File: src/design/swmm_pkg.sv
// Shared constants, types and helper functions of the sliding window mex unit.
package swmm_pkg;

    localparam int VALUE_W     = 10;
    localparam int VALUES      = 1 << VALUE_W;
    localparam int WINDOW_MAX  = 1024;
    localparam int PTR_W       = $clog2(WINDOW_MAX);
    localparam int LEN_W       = 11;
    localparam int CNT_W       = 11;
    localparam int MEX_W       = 11;
    localparam int BIT_W       = 5;
    localparam int WORD_W      = 1 << BIT_W;
    localparam int WADDR_W     = VALUE_W - BIT_W;
    localparam int WORDS       = VALUES / WORD_W;
    localparam int IN_TDATA_W  = 16;
    localparam int OUT_TDATA_W = 24;
    localparam int OUT_PAD_W   = OUT_TDATA_W - 2 * MEX_W;
    localparam int QUEUE_DEPTH = 2;
    localparam int QPTR_W      = 1;
    localparam int QCNT_W      = 2;

    localparam logic [MEX_W-1:0] MEX_NONE = MEX_W'(VALUES);

    typedef struct packed {
        logic [VALUE_W-1:0] value;
        logic               eos;
        logic               has_result;
        logic [PTR_W-1:0]   slot;
        logic [PTR_W-1:0]   old_slot;
    } swmm_item_t;

    typedef struct packed {
        logic       valid;
        swmm_item_t item;
    } swmm_head_t;

    function automatic logic [BIT_W-1:0] first_set(input logic [WORD_W-1:0] v);
        logic [BIT_W-1:0] idx;
        idx = '0;
        for (int i = WORD_W - 1; i >= 0; i--) begin
            if (v[i])
            begin
                idx = BIT_W'(i);
            end
        end
        return idx;
    endfunction

endpackage

File: src/design/swmm_front.sv
// Front end: window length register, item classification and the item queue.
module swmm_front (
    input  logic                            clk,
    input  logic                            rst_n,
    input  logic                            cfg_we,
    input  logic [swmm_pkg::LEN_W-1:0]      cfg_data,
    input  logic                            s_tvalid,
    output logic                            s_tready,
    input  logic [swmm_pkg::IN_TDATA_W-1:0] s_tdata,
    input  logic                            s_tlast,
    input  logic                            clearing,
    input  logic                            pop,
    output swmm_pkg::swmm_head_t            head
);

    import swmm_pkg::*;

    logic [LEN_W-1:0]  cfg_reg, cfg_next;
    logic [LEN_W-1:0]  fill_reg, fill_next;
    logic [PTR_W-1:0]  ptr_reg, ptr_next;
    swmm_item_t        queue_reg [QUEUE_DEPTH];
    logic [QPTR_W-1:0] wr_reg, wr_next;
    logic [QPTR_W-1:0] rd_reg, rd_next;
    logic [QCNT_W-1:0] count_reg, count_next;

    logic [LEN_W-1:0]  wlen;
    logic [LEN_W-1:0]  fill_inc;
    logic              accept;
    swmm_item_t        new_item;

    always_comb
    begin
        if (cfg_reg == '0)
        begin
            wlen = LEN_W'(1);
        end
        else if (cfg_reg > LEN_W'(WINDOW_MAX))
        begin
            wlen = LEN_W'(WINDOW_MAX);
        end
        else
        begin
            wlen = cfg_reg;
        end
    end

    assign fill_inc = (fill_reg < wlen) ? LEN_W'(fill_reg + LEN_W'(1)) : fill_reg;
    assign s_tready = (count_reg != QCNT_W'(QUEUE_DEPTH)) && !clearing;
    assign accept   = s_tvalid && s_tready;

    always_comb
    begin
        new_item.value      = s_tdata[VALUE_W-1:0];
        new_item.eos        = s_tlast;
        new_item.has_result = (fill_inc == wlen);
        new_item.slot       = ptr_reg;
        new_item.old_slot   = PTR_W'(ptr_reg - PTR_W'(wlen - LEN_W'(1)));
    end

    always_comb
    begin
        cfg_next   = cfg_reg;
        fill_next  = fill_reg;
        ptr_next   = ptr_reg;
        wr_next    = wr_reg;
        rd_next    = rd_reg;
        count_next = count_reg;
        if (cfg_we)
        begin
            cfg_next   = cfg_data;
            fill_next  = '0;
            ptr_next   = '0;
            wr_next    = '0;
            rd_next    = '0;
            count_next = '0;
        end
        else
        begin
            if (accept)
            begin
                fill_next = new_item.has_result ? LEN_W'(wlen - LEN_W'(1)) : fill_inc;
                ptr_next  = PTR_W'(ptr_reg + PTR_W'(1));
                wr_next   = QPTR_W'(wr_reg + QPTR_W'(1));
            end
            if (pop)
            begin
                rd_next = QPTR_W'(rd_reg + QPTR_W'(1));
            end
            if (accept && !pop)
            begin
                count_next = QCNT_W'(count_reg + QCNT_W'(1));
            end
            else if (pop && !accept)
            begin
                count_next = QCNT_W'(count_reg - QCNT_W'(1));
            end
        end
    end

    always_ff @(posedge clk or negedge rst_n)
    begin
        if (!rst_n)
        begin
            cfg_reg   <= LEN_W'(1);
            fill_reg  <= '0;
            ptr_reg   <= '0;
            wr_reg    <= '0;
            rd_reg    <= '0;
            count_reg <= '0;
        end
        else
        begin
            cfg_reg   <= cfg_next;
            fill_reg  <= fill_next;
            ptr_reg   <= ptr_next;
            wr_reg    <= wr_next;
            rd_reg    <= rd_next;
            count_reg <= count_next;
        end
    end

    always_ff @(posedge clk)
    begin
        if (accept && !cfg_we)
        begin
            queue_reg[wr_reg] <= new_item;
        end
    end

    assign head.valid = (count_reg != '0);
    assign head.item  = queue_reg[rd_reg];

endmodule

File: config.mk
export PLATFORM = sky130hd
export DESIGN_NAME = swmm_front
export DESIGN_NICKNAME = d
export VERILOG_FILES = /design/src/design/swmm_pkg.sv /design/src/design/swmm_front.sv
export SDC_FILE = /design/constraint.sdc
export NUM_CORES = 1
export LEC_CHECK = 0
export BUFFER_PORTS_ARGS = -buffer_cell sky130_fd_sc_hd__clkbuf_2
export CAP_MARGIN = 0
export CORE_ASPECT_RATIO = 1.5
export CORE_MARGIN = 2
export CORE_UTILIZATION = 28
export DETAILED_ROUTE_END_ITERATION = 7
export SLEW_MARGIN = 5
export SYNTH_ARGS = -nofsm -noshare
export SYNTH_HDL_FRONTEND = slang
export SYNTH_SLANG_ARGS = --single-unit
File: constraint.sdc
create_clock -name clk -period 7.56 [get_ports clk]
set_input_delay 1.512 -clock clk [delete_from_list [all_inputs] [get_ports clk]]
set_output_delay 1.512 -clock clk [all_outputs]
set_load 0.01 [all_outputs]
# Word-level counts from Yosys, hierarchy flattened
# Memories as Yosys holds them, arrays and structs flattened.
# Index checks and enable logic that the tools add are counted.
[totals]
regBits = 36
latch_bits = 0
ram_bits = 64
mem_bits_ro = 0
in_bits = 34
out_inout_bits = 34
word_cells = 50
n_memories = 1
[memory_table]
columns = ["memory", "words", "word_bits", "rd", "rd_ports_with_merged_regs", "write_ports", "line_no", "text"]
rows = [
  ["queue_reg", 2, 32, 1, 0, 1, "swmm_front.sv:21", "swmm_item_t queue_reg [QUEUE_DEPTH];"],
]
[classes]
n_addsub = 8
mul = 0
div = 0
magnitude_cmp = 2
n_eq_ne = 2
shift = 0
muxes = 17
bitwise = 0
reduce_logical = 14
[op_table]
columns = ["cell", "n"]
rows = [
  ["11-bit 2-to-1 mux", 6],
  ["10-bit 2-to-1 mux", 2],
  ["11-bit by 1-bit adder with 11-bit output (second input constant)", 1],
  ["11-bit == test", 1],
  ["11-bit greater-than comparator (second input constant)", 1],
  ["11-bit logical NOT", 1],
  ["11-bit < comparator", 1],
  ["11-bit by 1-bit subtractor with 11-bit output (second input constant)", 1],
  ["10-bit by 1-bit adder with 10-bit output (second input constant)", 1],
  ["10-bit subtractor", 1],
  ["1-bit 2-to-1 mux", 6],
  ["2-bit 2-to-1 mux", 3],
  ["2-bit nonzero test", 3],
  ["1-bit logical AND", 5],
  ["1-bit logical NOT", 4],
  ["3-bit nonzero test", 1],
  ["1-bit adder (second input constant)", 2],
  ["2-bit by 1-bit adder with 2-bit output (second input constant)", 1],
  ["2-bit != test (second input constant)", 1],
  ["2-bit by 1-bit subtractor with 2-bit output (second input constant)", 1],
]

# Logic depth before layout (Yosys ltp)
[depth]
word_depth = 9
ltp_mapped = 17
mapped_depth_nobuf = 15

# Least setup slack after synthesis
# OpenSTA, ideal clock, no wires.
[synth_path]
kind = "register -> register"
start = "reg cfg_reg[4]"
end = "reg fill_reg[10]"
setup_ns = 0.144
t_arrival_ns = 4.328
required_time_ns = 7.416
path_slack_ns = 3.089
stages_incl_launch_ff = 16
n_path_buf = 0
synth_period_minus_slack_ns = 4.471
cell_sequence = "dfrtp_1 -> or4_4 -> or3_1 -> o21ai_0 -> nand2_1 -> ha_1 -> a21oi_1 -> o21ai_0 -> a211oi_4 -> nand3_1 -> nor4_1 -> o31ai_1 -> nor4_4 -> nand2_4 -> a2111oi_0 -> a2111oi_1"
[synth_via]
elab_chain_cells = 9
elab_cells_between_ends = 11
[synth_rtl]
columns = ["element", "line_no", "text"]
rows = [
  ["start, declared", "swmm_front.sv:18", "logic [LEN_W-1:0] cfg_reg, cfg_next;"],
  ["start signal, assigned", "swmm_front.sv:113", "cfg_reg <= cfg_next;"],
  ["11-bit greater-than comparator", "swmm_front.sv:37", "else if (cfg_reg > LEN_W'(WINDOW_MAX))"],
  ["11-bit 2-to-1 mux", "swmm_front.sv:37", ""],
  ["11-bit 2-to-1 mux *", "swmm_front.sv:33", "if (cfg_reg == '0)"],
  ["11-bit < comparator", "swmm_front.sv:47", "assign fill_inc = (fill_reg < wlen) ? LEN_W'(fill_reg + LEN_W'(1)) : fill_reg;"],
  ["11-bit 2-to-1 mux", "swmm_front.sv:47", ""],
  ["11-bit == test", "swmm_front.sv:55", "new_item.has_result = (fill_inc == wlen);"],
  ["11-bit 2-to-1 mux *", "swmm_front.sv:81", "fill_next = new_item.has_result ? LEN_W'(wlen - LEN_W'(1)) : fill_inc;"],
  ["11-bit 2-to-1 mux *", "swmm_front.sv:79", "if (accept)"],
  ["11-bit 2-to-1 mux *", "swmm_front.sv:68", "if (cfg_we)"],
  ["end signal, assigned", "swmm_front.sv:114", "fill_reg <= fill_next;"],
  ["end, declared", "swmm_front.sv:19", "logic [LEN_W-1:0] fill_reg, fill_next;"],
]
# Mark *: on every way between the ends. The rest lies on a longest branch, timed or not. The select of a mux whose other input is x is not followed.
# A chain may end at the register's enable or synchronous reset.

# Final worst setup path
# Ends and elaborated chain as after synthesis.

==> impl_metrics.tcl <==
set metrics [dict create \
    outcome "complete, no violations" \
    vdd_ir_drop_max_uv 83.2 \
    worstPathArrival_ns 5.99 \
    skew_ns 0.00680 \
    crit_required_ns 7.75 \
    synth_edf_count 64 \
    tightest_slew_ns 0.974 \
    drive_gt1_share_pct 26.0 \
    period_needed_ns 5.80 \
    synthFlopType "edfxtp_1" \
    place_congestion 0.939 \
    clk_latency_ns 0.35 \
    switchingPower_uw 359 \
    power_uw 1350 \
    crit_type "reg2reg" \
    synth_seq_area_share_pct 50.6 \
    grt_max_degree 40 \
    io_pins 68 \
    setup_violations 0 \
    h-tree-depth 3 \
    coreArea_um2 19600 \
    final_hold_viol_count 0 \
    dp_hpwl_mm 9.69 \
    intPower_uw 995 \
    layout.nets 595 \
    power_density_nw_per_um2 210 \
    start_util_pct 28.4 \
    die_w_um 119 \
    start_kind "flop" \
    finalSetupTns_ns 0 \
    clock.fmax_ghz 0.172 \
    syn_avg_cell_area_um2 11.5 \
    p_sw_share_pct 26.5 \
    largest_reg_flops 64 \
    ant_nets 0 \
    post_cts_resized 0 \
    relSlewSlack_pct 35.1 \
    p_clk_share_pct 36.6 \
    p_seq_share_pct 47.0 \
    fill_cells 1969 \
    mostFrequentLayoutCells "edfxtp_1, clkbuf_2, mux2_2" \
    post_drt_wl_per_cell_um 16.8 \
    vias 4034 \
    fin_util_pct 32.8 \
    grt_pass1_vias 4158 \
    grt_use_total_pct 13.1 \
    yosysWarnings 0 \
    drtPass1Iterations 4 \
    crit_path_end_kind "flop" \
    rsz0062_at_grt "no" \
    drv_slew 0 \
    period_share_pct 76.7 \
    cts_made_buffers 9 \
    clk_pin_slew_ns 0.07 \
    p_leak_uw 0.00249 \
    async_flop_share_pct 36.0 \
    cp_max_fo 18 \
    syn_inst 487 \
    drv_cap 0 \
    fp.dieArea_um2 21100 \
    ctsLongestPathBuffers 2 \
    hold_path_class "reg2reg" \
    grt_pass1_wl_mm 21.7 \
    holdWs_ns 0.555 \
    portBuffers 61 \
    mostFrequentLayoutCell "edfxtp_1" \
    combPwrFrac_pct 16.3 \
    area_growth_pct 15.5 \
    antenna_found_initial 0 \
    post_cts_buffers 0 \
    via_per_inst 5.02 \
    ys_ff_latch 100 \
    drt-initial-drc-count 352 \
    syn-cell-area_um2 5580 \
    rows 63 \
    overflow 0 \
    clock_tree.root_cell "clkbuf_16" \
    synth_cell_types 64 \
    wirelength_mm 13.5 \
    tritoncts "yes" \
    die_h_um 177 \
    clkSinkCount 100 \
    synth_fp_nets 544 \
    drc 0 \
    n_antenna_cell 0 \
    cts_hold_buf 0 \
]
==> power groups by stage <==
stage                     clock, uW  combinational (uW)  sequential (uW)
after global placement            0                 218              647
final                           496                 221              637
after global routing            528                 245              640
after detailed placement          0                 222              648
after floorplan                   0                 159              636
after CTS                       509                 223              637
==> per-stage QoR <==
step	setup slack (ns)	instance area, um2	cells
final	1.76	6450	803
after global routing	1.40	6450	803
after CTS	1.75	6450	803
after detailed placement	1.76	6130	787
after global placement	1.83	6130	787
after floorplan	3.09	5580	487
==> worst max-delay path, stage by stage (launching register included) <==
cell       delay (ns)
dfrtp_1          0.46
or4_4            0.60
or3_1            0.38
o21ai_0          0.34
nand2_1          0.16
ha_1             0.31
a21oi_1          0.16
o21ai_0          0.25
a211oi_4         0.52
nand3_1          0.34
a2111oi_2        0.32
o31ai_1          0.18
nor4_4           0.60
nand2_4          0.27
a2111oi_0        0.61
a2111oi_1        0.14
==> Yosys cell counts (all sizes together), types with 2 or more instances <==
library cell   n  area, um2
clkbuf        19       71.3
edfxtp        64       1920
nand2         39        154
nand3b         2       15.0
ha            22        275
nand3         19       95.1
a31o           2       17.5
o21a           4       30.0
and3           5       31.3
a2111oi        6       66.3
and4           6       52.6
o22ai          3       18.8
or2            3       18.8
mux2i          2       20.0
nand4          9       56.3
a211o          2       26.3
xor2          18        158
mux2          45        507
nor2b          2       12.5
dfrtp         35        876
and2           3       18.8
inv           23       86.3
o2bb2ai        2       17.5
a22oi          2       20.0
buf            3       33.8
o32ai          5       43.8
o21ai         18       90.1
nor3           9       45.0
xnor2         17        149
nor4           7       58.8
or4            3       30.0
a211oi         5       55.1
nor2          33        124
a31oi          5       31.3
o211ai         4       30.0
nand2b         3       18.8
a21boi         4       30.0
or3            3       18.8
o2111a         2       22.5
a21oi         16       80.1
==> logic make-up (layout without fill, tap and decap cells) <==
group           Yosys count  count (layout)  synth area share [%]
compound gates           88              88                  11.6
xor+xnor                 35              35                  5.49
fa+ha+maj                23              23                  5.29
buf+inv                  45             101                  3.43
flops                   100             100                  50.6
mux                      47              47                  9.44
simple gates            149             149                  14.1
==> cell type report <==
| class | count | area (um2) | share of cell area, % |
|---|---|---|---|
| tap | 260 | 325 | 5.05 |
| sequential | 100 | 2820 | 43.8 |
| multi-input combinational | 342 | 2580 | 40.1 |
| clock inverter | 5 | 82.6 | 1.28 |
| inverter | 23 | 86.3 | 1.34 |
| clock buffer | 11 | 233 | 3.61 |
| timing repair buffer | 62 | 313 | 4.85 |
==> per-layer routing <==
| metal | up-vias | GRT usage, % | part of all wire [%] |
|---|---|---|---|
| li1 | 1920 | - | - |
| met1 | 1929 | 15.2 | 40 |
| met2 | 159 | 23.3 | 51 |
| met3 | 26 | 2.93 | 6.6 |
| met4 | 0 | 5.34 | 2.8 |
| met5 | - | 0 | 0 |
==> final timing paths <==
check | startpoint | to | slack [ns] | cells after the start
min reg2reg | ptr_reg[9] | queue_reg[0][19] | 0.56 | 0
min in group asynchronous | rst_n | cfg_reg[7] | 1.31 | 1
max in group asynchronous | rst_n | fill_reg[1] | 5.65 | 1
min | ptr_reg[9] | queue_reg[0][19] | 0.56 | 0
max reg2reg | cfg_reg[4] | fill_reg[10] | 1.76 | 15
max | cfg_reg[4] | fill_reg[10] | 1.76 | 15
No activity file was read; power rests on OpenSTA's default activity.
